--- src/modular_exponentiation_assert.svh ---
// Assertion macros for the modular exponentiation block
`ifndef MODULAR_EXPONENTIATION_ASSERT_SVH
`define MODULAR_EXPONENTIATION_ASSERT_SVH
`ifndef NO_ASSERTIONS
// same-cycle implication, sampled on clk, off during reset
`define MEXP_ASSERT(label, ante, cons) \
    label: assert property (@(posedge clk) disable iff (!rst_n) (ante) |-> (cons)) \
        else $error("modular_exponentiation: assertion failed");
// next-cycle implication
`define MEXP_ASSERT_NEXT(label, ante, cons) \
    label: assert property (@(posedge clk) disable iff (!rst_n) (ante) |=> (cons)) \
        else $error("modular_exponentiation: assertion failed");
`else
`define MEXP_ASSERT(label, ante, cons)
`define MEXP_ASSERT_NEXT(label, ante, cons)
`endif
`endif

--- src/mexp_pkg.sv ---
// Shared types, constants and microcode program of the modular exponentiation block
`timescale 1ns / 1ps
`default_nettype none

package mexp_pkg;

    localparam int BASE_W = 30;
    localparam int EXP_W  = 63;
    localparam int RES_W  = 30;

    localparam int S_TDATA_W = ((BASE_W + EXP_W + 7) / 8) * 8;
    localparam int M_TDATA_W = ((RES_W + 7) / 8) * 8;

    typedef logic [RES_W-1:0] residue_t;

    localparam residue_t    PRIME    = 30'd1000000007;
    localparam logic [31:0] PRIME_X2 = 32'd2000000014;

    // Barrett constant floor(2^60 / p), fits in 31 bits
    localparam logic [63:0] MU_WIDE = (64'd1 << 60) / 64'd1000000007;
    localparam logic [30:0] MU      = MU_WIDE[30:0];

    // stages from operand capture to result register in the multiplier
    localparam int MUL_LATENCY = 5;

    typedef logic [3:0] step_t;

    localparam step_t ST_WAIT    = 4'd0;
    localparam step_t ST_CHECK   = 4'd1;
    localparam step_t ST_MUL_ACC = 4'd2;
    localparam step_t ST_MUL_SQ  = 4'd3;
    localparam step_t ST_GAP0    = 4'd4;
    localparam step_t ST_GAP1    = 4'd5;
    localparam step_t ST_GAP2    = 4'd6;
    localparam step_t ST_WR_ACC  = 4'd7;
    localparam step_t ST_WR_SQ   = 4'd8;
    localparam step_t ST_DONE    = 4'd9;

    typedef enum logic [2:0] {
        JC_NEVER,
        JC_ALWAYS,
        JC_NO_START,
        JC_EXP_ZERO,
        JC_OUT_BUSY
    } jcond_t;

    typedef enum logic {
        OPA_ACC,
        OPA_SQ
    } opa_t;

    typedef struct packed {
        logic   in_ready;
        logic   issue;
        opa_t   opa;
        logic   wr_acc;
        logic   wr_sq;
        logic   out_load;
        jcond_t cond;
        step_t  target;
        step_t  next_step;
    } ctrl_word_t;

    typedef struct packed {
        logic start;
        logic exp_zero;
        logic out_free;
    } status_t;

    // Program: one exponent bit per pass from CHECK to WR_SQ. The gap steps
    // cover the multiplier latency, so WR_ACC sees the product issued in MUL_ACC.
    function automatic ctrl_word_t ucode_rom(input step_t s);
        ctrl_word_t w;
        w           = '0;
        w.opa       = OPA_ACC;
        w.cond      = JC_NEVER;
        w.target    = ST_WAIT;
        w.next_step = ST_WAIT;
        unique case (s)
            ST_WAIT:
            begin
                w.in_ready  = 1'b1;
                w.cond      = JC_NO_START;
                w.target    = ST_WAIT;
                w.next_step = ST_CHECK;
            end
            ST_CHECK:
            begin
                w.cond      = JC_EXP_ZERO;
                w.target    = ST_DONE;
                w.next_step = ST_MUL_ACC;
            end
            ST_MUL_ACC:
            begin
                w.issue     = 1'b1;
                w.opa       = OPA_ACC;
                w.next_step = ST_MUL_SQ;
            end
            ST_MUL_SQ:
            begin
                w.issue     = 1'b1;
                w.opa       = OPA_SQ;
                w.next_step = ST_GAP0;
            end
            ST_GAP0:
            begin
                w.next_step = ST_GAP1;
            end
            ST_GAP1:
            begin
                w.next_step = ST_GAP2;
            end
            ST_GAP2:
            begin
                w.next_step = ST_WR_ACC;
            end
            ST_WR_ACC:
            begin
                w.wr_acc    = 1'b1;
                w.next_step = ST_WR_SQ;
            end
            ST_WR_SQ:
            begin
                w.wr_sq     = 1'b1;
                w.cond      = JC_ALWAYS;
                w.target    = ST_CHECK;
                w.next_step = ST_CHECK;
            end
            ST_DONE:
            begin
                w.out_load  = 1'b1;
                w.cond      = JC_OUT_BUSY;
                w.target    = ST_DONE;
                w.next_step = ST_WAIT;
            end
            default:
            begin
                w.cond   = JC_ALWAYS;
                w.target = ST_WAIT;
            end
        endcase
        return w;
    endfunction

endpackage

`default_nettype wire

--- src/modular_exponentiation.sv ---
// Top level: base^exponent mod 1000000007 by right-to-left binary exponentiation
//
//  channel  | dir | handshake                     | payload
//  ---------+-----+-------------------------------+----------------------------------
//  s_axis   | in  | s_axis_tvalid / s_axis_tready | base_value, exponent_value
//  m_axis   | out | m_axis_tvalid / m_axis_tready | power_result
//
// One transaction at a time: after acceptance the result takes one pass per bit of the
// exponent's bit length n (no pass for a zero exponent, n at most 63).
// Each exponent bit is one eight-step microcode pass sharing the five-stage modular
// multiplier between the product and the square.
// The next transaction is taken once the result sits in the output register.
// Reset clears the step counter and the output valid; no clearing pass.
`timescale 1ns / 1ps
`default_nettype none
`include "modular_exponentiation_assert.svh"

module modular_exponentiation
    import mexp_pkg::*;
(
    input  wire logic                 clk,
    input  wire logic                 rst_n,
    input  wire logic                 s_axis_tvalid,
    output logic                      s_axis_tready,
    // [29:0] base_value, [92:30] exponent_value, [95:93] zero
    input  wire logic [S_TDATA_W-1:0] s_axis_tdata,
    output logic                      m_axis_tvalid,
    input  wire logic                 m_axis_tready,
    // [29:0] power_result, [31:30] zero
    output logic [M_TDATA_W-1:0]      m_axis_tdata
);

    ctrl_word_t cw;
    status_t    status;

    residue_t         acc_reg;
    residue_t         sq_reg;
    logic [EXP_W-1:0] exp_reg;
    logic             out_valid_reg;
    residue_t         out_reg;

    logic             in_fire;
    logic             out_free;
    logic             out_wr;
    residue_t         base_in;
    residue_t         base_red;
    residue_t         mul_a;
    logic             mul_valid;
    residue_t         mul_res;

    assign base_in  = s_axis_tdata[BASE_W-1:0];
    assign base_red = (base_in >= PRIME) ? base_in - PRIME : base_in;

    assign s_axis_tready = cw.in_ready;
    assign in_fire       = s_axis_tvalid && s_axis_tready;
    assign out_free      = !out_valid_reg || m_axis_tready;
    assign out_wr        = cw.out_load && out_free;

    assign status.start    = s_axis_tvalid;
    assign status.exp_zero = (exp_reg == '0);
    assign status.out_free = out_free;

    mexp_ctrl u_ctrl (
        .clk    (clk),
        .rst_n  (rst_n),
        .status (status),
        .cw     (cw)
    );

    assign mul_a = (cw.opa == OPA_SQ) ? sq_reg : acc_reg;

    mexp_modmul u_modmul (
        .clk    (clk),
        .rst_n  (rst_n),
        .issue  (cw.issue),
        .a      (mul_a),
        .b      (sq_reg),
        .valid  (mul_valid),
        .result (mul_res)
    );

    always_ff @(posedge clk)
    begin
        if (in_fire)
        begin
            acc_reg <= RES_W'(1);
            sq_reg  <= base_red;
            exp_reg <= s_axis_tdata[BASE_W+EXP_W-1:BASE_W];
        end
        else
        begin
            if (cw.wr_acc && exp_reg[0])
            begin
                acc_reg <= mul_res;
            end
            if (cw.wr_sq)
            begin
                sq_reg  <= mul_res;
                exp_reg <= {1'b0, exp_reg[EXP_W-1:1]};
            end
        end
        if (out_wr)
        begin
            out_reg <= acc_reg;
        end
    end

    always_ff @(posedge clk or negedge rst_n)
    begin
        if (!rst_n)
        begin
            out_valid_reg <= 1'b0;
        end
        else if (out_wr)
        begin
            out_valid_reg <= 1'b1;
        end
        else if (m_axis_tready)
        begin
            out_valid_reg <= 1'b0;
        end
    end

    assign m_axis_tvalid = out_valid_reg;
    assign m_axis_tdata  = {(M_TDATA_W-RES_W)'(0), out_reg};

    // microcode write-back steps must line up with the multiplier latency
    `MEXP_ASSERT(a_wb_aligned, cw.wr_acc || cw.wr_sq, mul_valid)
    `MEXP_ASSERT_NEXT(a_single_item, in_fire, !s_axis_tready)
    `MEXP_ASSERT(a_state_reduced, !s_axis_tready, (acc_reg < PRIME) && (sq_reg < PRIME))
    `MEXP_ASSERT(a_result_reduced, m_axis_tvalid, out_reg < PRIME)

endmodule

`default_nettype wire

--- src/mexp_modmul.sv ---
// Pipelined multiplier modulo the prime, Barrett reduction
`timescale 1ns / 1ps
`default_nettype none

module mexp_modmul
    import mexp_pkg::*;
(
    input  wire logic     clk,
    input  wire logic     rst_n,
    input  wire logic     issue,
    input  wire residue_t a,
    input  wire residue_t b,
    output logic          valid,
    output residue_t      result
);

    logic [MUL_LATENCY-1:0] vld_reg;
    logic [MUL_LATENCY-1:0] vld_next;

    logic [2*RES_W-1:0] prod_reg;
    logic [61:0]        est_reg;
    logic [31:0]        lo2_reg;
    logic [31:0]        qp_reg;
    logic [31:0]        lo3_reg;
    logic [31:0]        rem_reg;
    residue_t           res_reg;

    logic [60:0] qp_full;
    logic [31:0] rem_m1;
    logic [31:0] rem_m2;
    residue_t    res_next;

    assign vld_next = {vld_reg[MUL_LATENCY-2:0], issue};

    always_ff @(posedge clk or negedge rst_n)
    begin
        if (!rst_n)
        begin
            vld_reg <= '0;
        end
        else
        begin
            vld_reg <= vld_next;
        end
    end

    // q = floor(floor(x / 2^29) * mu / 2^31) undershoots by at most two
    assign qp_full = 61'(est_reg[61:31]) * 61'(PRIME);

    assign rem_m1 = rem_reg - 32'(PRIME);
    assign rem_m2 = rem_reg - PRIME_X2;

    always_comb
    begin
        if (rem_reg >= PRIME_X2)
        begin
            res_next = rem_m2[RES_W-1:0];
        end
        else if (rem_reg >= 32'(PRIME))
        begin
            res_next = rem_m1[RES_W-1:0];
        end
        else
        begin
            res_next = rem_reg[RES_W-1:0];
        end
    end

    always_ff @(posedge clk)
    begin
        prod_reg <= (2*RES_W)'(a) * (2*RES_W)'(b);
        est_reg  <= 62'(prod_reg[59:29]) * 62'(MU);
        lo2_reg  <= prod_reg[31:0];
        qp_reg   <= qp_full[31:0];
        lo3_reg  <= lo2_reg;
        rem_reg  <= lo3_reg - qp_reg;
        res_reg  <= res_next;
    end

    assign valid  = vld_reg[MUL_LATENCY-1];
    assign result = res_reg;

endmodule

`default_nettype wire

--- src/mexp_ctrl.sv ---
// Microcode sequencer: step counter, program ROM and jump logic
`timescale 1ns / 1ps
`default_nettype none

module mexp_ctrl
    import mexp_pkg::*;
(
    input  wire logic    clk,
    input  wire logic    rst_n,
    input  wire status_t status,
    output ctrl_word_t   cw
);

    step_t step_reg;
    step_t step_next;
    logic  take;

    assign cw = ucode_rom(step_reg);

    always_comb
    begin
        unique case (cw.cond)
            JC_NEVER:    take = 1'b0;
            JC_ALWAYS:   take = 1'b1;
            JC_NO_START: take = !status.start;
            JC_EXP_ZERO: take = status.exp_zero;
            JC_OUT_BUSY: take = !status.out_free;
            default:     take = 1'b1;
        endcase
        step_next = take ? cw.target : cw.next_step;
    end

    always_ff @(posedge clk or negedge rst_n)
    begin
        if (!rst_n)
        begin
            step_reg <= ST_WAIT;
        end
        else
        begin
            step_reg <= step_next;
        end
    end

endmodule

`default_nettype wire
--- config.mk ---
export PLATFORM = sky130hd
export DESIGN_NAME = modular_exponentiation
export DESIGN_NICKNAME = d
export VERILOG_FILES = /design/src/mexp_pkg.sv /design/src/modular_exponentiation.sv /design/src/mexp_modmul.sv /design/src/mexp_ctrl.sv
export VERILOG_INCLUDE_DIRS = /design/src /design/src/src
export SDC_FILE = /design/constraint.sdc
export NUM_CORES = 2
export LEC_CHECK = 0
export BUFFER_PORTS_ARGS = -buffer_cell sky130_fd_sc_hd__buf_2
export CAP_MARGIN = 0
export CORE_MARGIN = 1.5
export CORE_UTILIZATION = 45
export DETAILED_ROUTE_END_ITERATION = 8
export PLACE_DENSITY = 0.63
export RECOVER_POWER = 25
export SLEW_MARGIN = 15
export SYNTH_ARGS = -nofsm -noshare
export SYNTH_HDL_FRONTEND = slang
export SYNTH_SLANG_ARGS = --single-unit
export TNS_END_PERCENT = 50
--- constraint.sdc ---
create_clock -name clk -period 18.9 [get_ports clk]
set_clock_uncertainty 0.2 [all_clocks]
set_input_delay 1.89 -clock clk [delete_from_list [all_inputs] [get_ports clk]]
set_output_delay 1.89 -clock clk [all_outputs]
set_load 0.02 [all_outputs]
## After elaboration in Yosys (flattened, before gate mapping)

Cells that the tools add are included.

| word-level totals | value |
|---|---|
| register bits | 435 |
| input bits | 100 |
| logic and storage cells | 68 |

| cells by class | value |
|---|---|
| $add $sub $neg | 4 |
| multiply operators | 3 |
| order comparisons | 3 |
| equality and inequality tests | 12 |
| multiplexer cells | 19 |
| reductions and logical operators | 14 |

Operators with widths:

| cell | count |
|---|---|
| $mux W30 | 6 |
| $mux W63 | 2 |
| $sub A30 B30 Y30 const B | 3 |
| $logic_not A63 Y1 | 1 |
| $mul A30 B30 Y60 | 1 |
| $mul A31 B28 Y59 const B | 1 |
| $pmux W7 S5 | 1 |
| $ge A32 B30 Y1 const B | 1 |
| $ge A32 B31 Y1 const B | 1 |
| $mul A31 B30 Y32 const B | 1 |
| $pmux W4 S8 | 1 |
| $sub A32 B32 Y32 | 1 |
| $ge A30 B30 Y1 const B | 1 |
| $eq A4 B3 Y1 const B | 4 |
| $eq A4 B2 Y1 const B | 2 |
| $eq A4 B4 Y1 const B | 2 |
| $eq A3 B2 Y1 const B | 2 |
| $mux W1 | 6 |
| $reduce_or A6 Y1 | 1 |
| $eq A4 B1 Y1 const B | 1 |
| $logic_not A4 Y1 | 1 |
| $mux W4 | 1 |
| $pmux W1 S4 | 1 |
| $reduce_bool A2 Y1 | 2 |
| 7 further kinds | 11 |

## Logic depth before layout (Yosys ltp)

| logic depth | value |
|---|---|
| depth after elaboration | 6 |
| mapped depth | 36 |
| gate-level depth less buffers | 33 |

## Hierarchy

A second synthesis with hierarchy kept.

| unflattened totals | value |
|---|---|
| cells, all modules | 6754 |
| area, all modules | 65452.8 um^2 |

By module, submodules not included:

| module | instances | cells each | area an instance (um^2) |
|---|---|---|---|
| mexp_modmul | 1 | 5982 | 57774.2 |
| modular_exponentiation | 1 | 724 | 7260.7 |
| mexp_ctrl | 1 | 48 | 417.9 |

## Worst setup path after synthesis

OpenSTA, ideal clock, no wires.

| timing | value |
|---|---|
| path kind | register to register |
| start point | register u_ctrl.step_reg[0] |
| end point | register u_modmul.prod_reg[55] |
| library setup time | 0.095 ns |
| arrival | 9.191 ns |
| path slack | 9.413 ns |
| cell stages (with the launch flop) | 34 |
| path buffers | 4 |
| cells stage by stage | dfrtp_1 > clkbuf_1 > nand2_1 > nor3_1 > clkbuf_1 > mux2_2 > clkbuf_1 > clkbuf_1 > and2_1 > fa_1 > fa_1 > inv_1 > fa_1 > fa_1 > fa_1 > inv_1 > fa_1 > fa_1 > inv_1 > fa_1 > inv_1 > ha_1 > a21o_1 > a21o_1 > a21o_1 > a31o_2 > a221oi_2 > o31a_2 > o21ai_1 > a41o_1 > a21oi_2 > o21ai_2 > a2111o_1 > o311ai_1 |

| on the way | value |
|---|---|
| cells in the longest elaborated chain, start to end | 4 |

RTL lines:

| what | line | text |
|---|---|---|
| start: declaration | mexp_ctrl.sv:14 | `step_t step_reg;` |
| start signal: assignment | mexp_ctrl.sv:41 | `step_reg <= step_next;` |
| $eq A4 B2 Y1 | mexp_pkg.sv:79 | `unique case (s)` |
| $pmux W1 S2 (*) | mexp_pkg.sv:79 |  |
| $mux W30 (*) | modular_exponentiation.sv:70 | `assign mul_a = (cw.opa == OPA_SQ) ? sq_reg : acc_reg;` |
| $mul A30 B30 Y60 (*) | mexp_modmul.sv:71 | `prod_reg <= (2*RES_W)'(a) * (2*RES_W)'(b);` |
| end signal: assignment | mexp_modmul.sv:71 |  |
| end: declaration | mexp_modmul.sv:20 | `logic [2*RES_W-1:0] prod_reg;` |

Mark *: on every way between the ends. The rest lies on a longest branch, timed or not.
A chain may end at the register's enable or synchronous reset.

## Final worst setup path

| timing | value |
|---|---|
| start point | register u_ctrl.step_reg[0] |
| end point | register u_modmul.prod_reg[42] |

Same word-level chain as after synthesis.

==> impl_metrics.json <==
{
  "end_kind": "flip-flop",
  "clk_pin_slew_ns": 0.06,
  "failed_checks": "capacitance limit, slew limit",
  "firstDrtPassIters": 5,
  "chipWidth_um": 381,
  "path_common_cell": "fa_1",
  "avgSynthCellArea_um2": 9.73,
  "slew_viol_final": 92,
  "maxCapViolCount": 2,
  "yosysWarningCount": 0,
  "rsz0062_at_grt": "false",
  "wl_um": 176000,
  "netlist_instances": 6590,
  "final-setup-viol-count": 0,
  "antenna_found_initial": 10,
  "hpwlAfterDp_um": 136000,
  "dieArea_mm2": 0.145,
  "grt_max_degree": 99,
  "seq_area_frac_synth_pct": 14.7,
  "grt_usage_pct": 24.9,
  "drtAntennaViolNets": 0,
  "nNetsFinal": 8709,
  "ctsLongestPathBuffers": 3,
  "clock_latency_ns": 0.59,
  "htree_num_levels": 2,
  "synth-main-ff-cell": "dfxtp_1",
  "post-route-period-util_pct": 70.2,
  "critPathKind": "reg -> reg",
  "hold_viol_final": 0,
  "gp_congestion": 0.927,
  "numCtsBuffers": 43,
  "cts_setup_buffers": 0,
  "ios": 134,
  "fillCellCount": 13200,
  "status": "complete, but fails checks",
  "core-area_mm2": 0.141,
  "cts_root_buf": "clkbuf_16",
  "synth_cell_types": 81,
  "die_h_um": 381,
  "slowest_stage": "clkbuf_1",
  "fin_util_pct": 48.1,
  "async_reset_ff_share_pct": 1.23,
  "initial_core_util_pct": 45.4,
  "drive_above_1_share_pct": 4.73,
  "max_stage_delay_ns": 2.61,
  "initialDrtViolationCount": 2998,
  "clkSinkCount": 407,
  "port_buffers": 128,
  "final.setup.tns_ns": 0,
  "tightest_slew_ns": 3.81,
  "hp-class": "reg -> reg",
  "rows": 138,
  "cts_resized": 0,
  "max_freq_mhz": 75.4,
  "drc": 0,
  "arrival_ns": 13.49,
  "post_drt_wl_per_cell_um": 20.7,
  "grt_pass1_wl_um": 278000,
  "startpoint_type": "flip-flop",
  "syn_area_mm2": 0.0641,
  "min_period_ns": 13.26,
  "vias": 44600,
  "largest_reg_flops": 63,
  "ys_ff_latch": 407,
  "grt_pass1_vias": 48100,
  "cts_tree": "built",
  "grt_remaining_overflow": 0,
  "synth_edf_count": 123,
  "ctsHoldBuffers": 0,
  "worstPathRequired_ns": 19.13,
  "path_max_fanout": 60,
  "syn_to_final_growth_pct": 6.16,
  "timing.slew.headroom_pct": -154,
  "avgViaCountPerCell": 5.24
}
per-layer routing:
metal  GRT usage [%]  up-vias  wire, um
met5               0        -        33
met4            6.41        4      5040
met3            3.16      293     12400
met2            40.8     1534     81200
met1            35.0    22700     77200
li1                -    20000         -
cell usage after synthesis (4+ instances only):
cell type	count	area, um2
a211o_1	7	61.3
a211oi_1	15	113
a21o_1	76	571
a21oi_1	163	816
a221o_1	5	50.1
a221oi_1	6	52.6
a311oi_1	4	35.0
a31oi_1	23	144
and2_1	516	3230
and3_1	19	119
clkbuf_1	238	893
dfrtp_1	5	125
dfxtp_1	279	5590
edfxtp_1	123	3690
fa_1	1224	24500
ha_1	797	9970
inv_1	1506	5650
mux2_2	30	338
nand2_1	735	2760
nand2b_1	18	113
nand3_1	48	240
nand4_1	18	113
nor2_1	122	458
nor2b_1	33	206
nor3_1	36	180
nor3b_1	5	37.5
nor4_1	21	131
o211ai_1	8	60.1
o21a_1	44	330
o21ai_0	99	495
o21ai_1	13	65.1
o21bai_1	31	233
o22ai_1	8	50.1
o31a_1	6	52.6
o31ai_1	11	82.6
or2_2	9	56.3
or3_1	9	56.3
xnor2_1	150	1310
xor2_1	63	552
worst paths after layout:
path	start	to	slack [ns]	cells past startpoint
setup / recovery	u_ctrl.step_reg[0]$_DFF_PN0_	u_modmul.prod_reg[42]$_DFF_P_	5.64	30
hold / removal	u_modmul.prod_reg[0]$_DFF_P_	u_modmul.lo2_reg[0]$_DFF_P_	0.12	0
setup reg to reg	u_ctrl.step_reg[0]$_DFF_PN0_	u_modmul.prod_reg[42]$_DFF_P_	5.64	30
hold reg to reg	u_modmul.prod_reg[0]$_DFF_P_	u_modmul.lo2_reg[0]$_DFF_P_	0.12	0
max in group asynchronous	rst_n	u_ctrl.step_reg[2]$_DFF_PN0_	17.28	1
min in group asynchronous	rst_n	m_axis_tvalid$_DFFE_PN0P_	0.97	1
worst max-delay path: cells and delay by family, from the launching register on:
family          cells  cell delay (ns)
fa+ha+maj           9             4.22
mux                 1             1.25
flops               1             0.51
xor+xnor            1             0.23
compound gates      9             2.76
buf+inv             5             2.81
simple gates        5             0.94
metrics by stage:
stage                     setup WS [ns]  hold slack, ns  std cells  cell area [um2]
final                              5.64           0.118       8513            68100
after global routing               5.21           0.125       8511            68100
after CTS                          7.93           0.115       8511            68100
after detailed placement           7.99           0.112       8433            66800
after global placement             8.09           0.111       8433            66800
after floorplan                    9.41           0.110       6591            64100
logic make-up after synthesis:
| logic type | share of synthesized area, % |
|---|---|
| buffers and inverters | 10.2 |
| DFF | 14.7 |
| adders and majority gates | 53.8 |
| and+or+nand+nor | 12.2 |
| muxes | 0.574 |
| xor gates and xnor gates | 2.91 |
| other | 0.00585 |
| AOI/OAI and AO/OA | 5.63 |
placed cells by master, fill, tap and decap left out, types with 18 or more instances in the layout:
| cell type | n |
|---|---|
| nand2_1 | 734 |
| edfxtp_1 | 123 |
| clkbuf_16 | 43 |
| buf_2 | 126 |
| o21bai_1 | 31 |
| o21ai_0 | 99 |
| dfxtp_1 | 279 |
| and3_1 | 19 |
| ha_1 | 797 |
| nand4_1 | 18 |
| a21oi_1 | 163 |
| o21a_1 | 44 |
| fa_1 | 1224 |
| buf_4 | 61 |
| nor4_1 | 21 |
| nand2b_1 | 18 |
| nor2_1 | 121 |
| and2_1 | 514 |
| nor3_1 | 35 |
| mux2_2 | 30 |
| nand3_1 | 48 |
| a31oi_1 | 23 |
| nor2b_1 | 33 |
| xor2_1 | 63 |
| a21o_1 | 76 |
| inv_1 | 1506 |
| xnor2_1 | 150 |
final cells by class:
class                      count  area, um2  share of cell area (%)
clock inverter                24        214                   0.314
multi-input combinational   4436      48200                    70.8
sequential                   407       9400                    13.8
timing repair buffer         194       1110                    1.64
antenna                        2       5.00                 0.00735
inverter                    1506       5650                    8.30
clock buffer                  54       1140                    1.67
tap                         1890       2360                    3.47
Power is not shown: default switching activity piles up to over one toggle a cycle in this logic, so the estimate is an artifact.
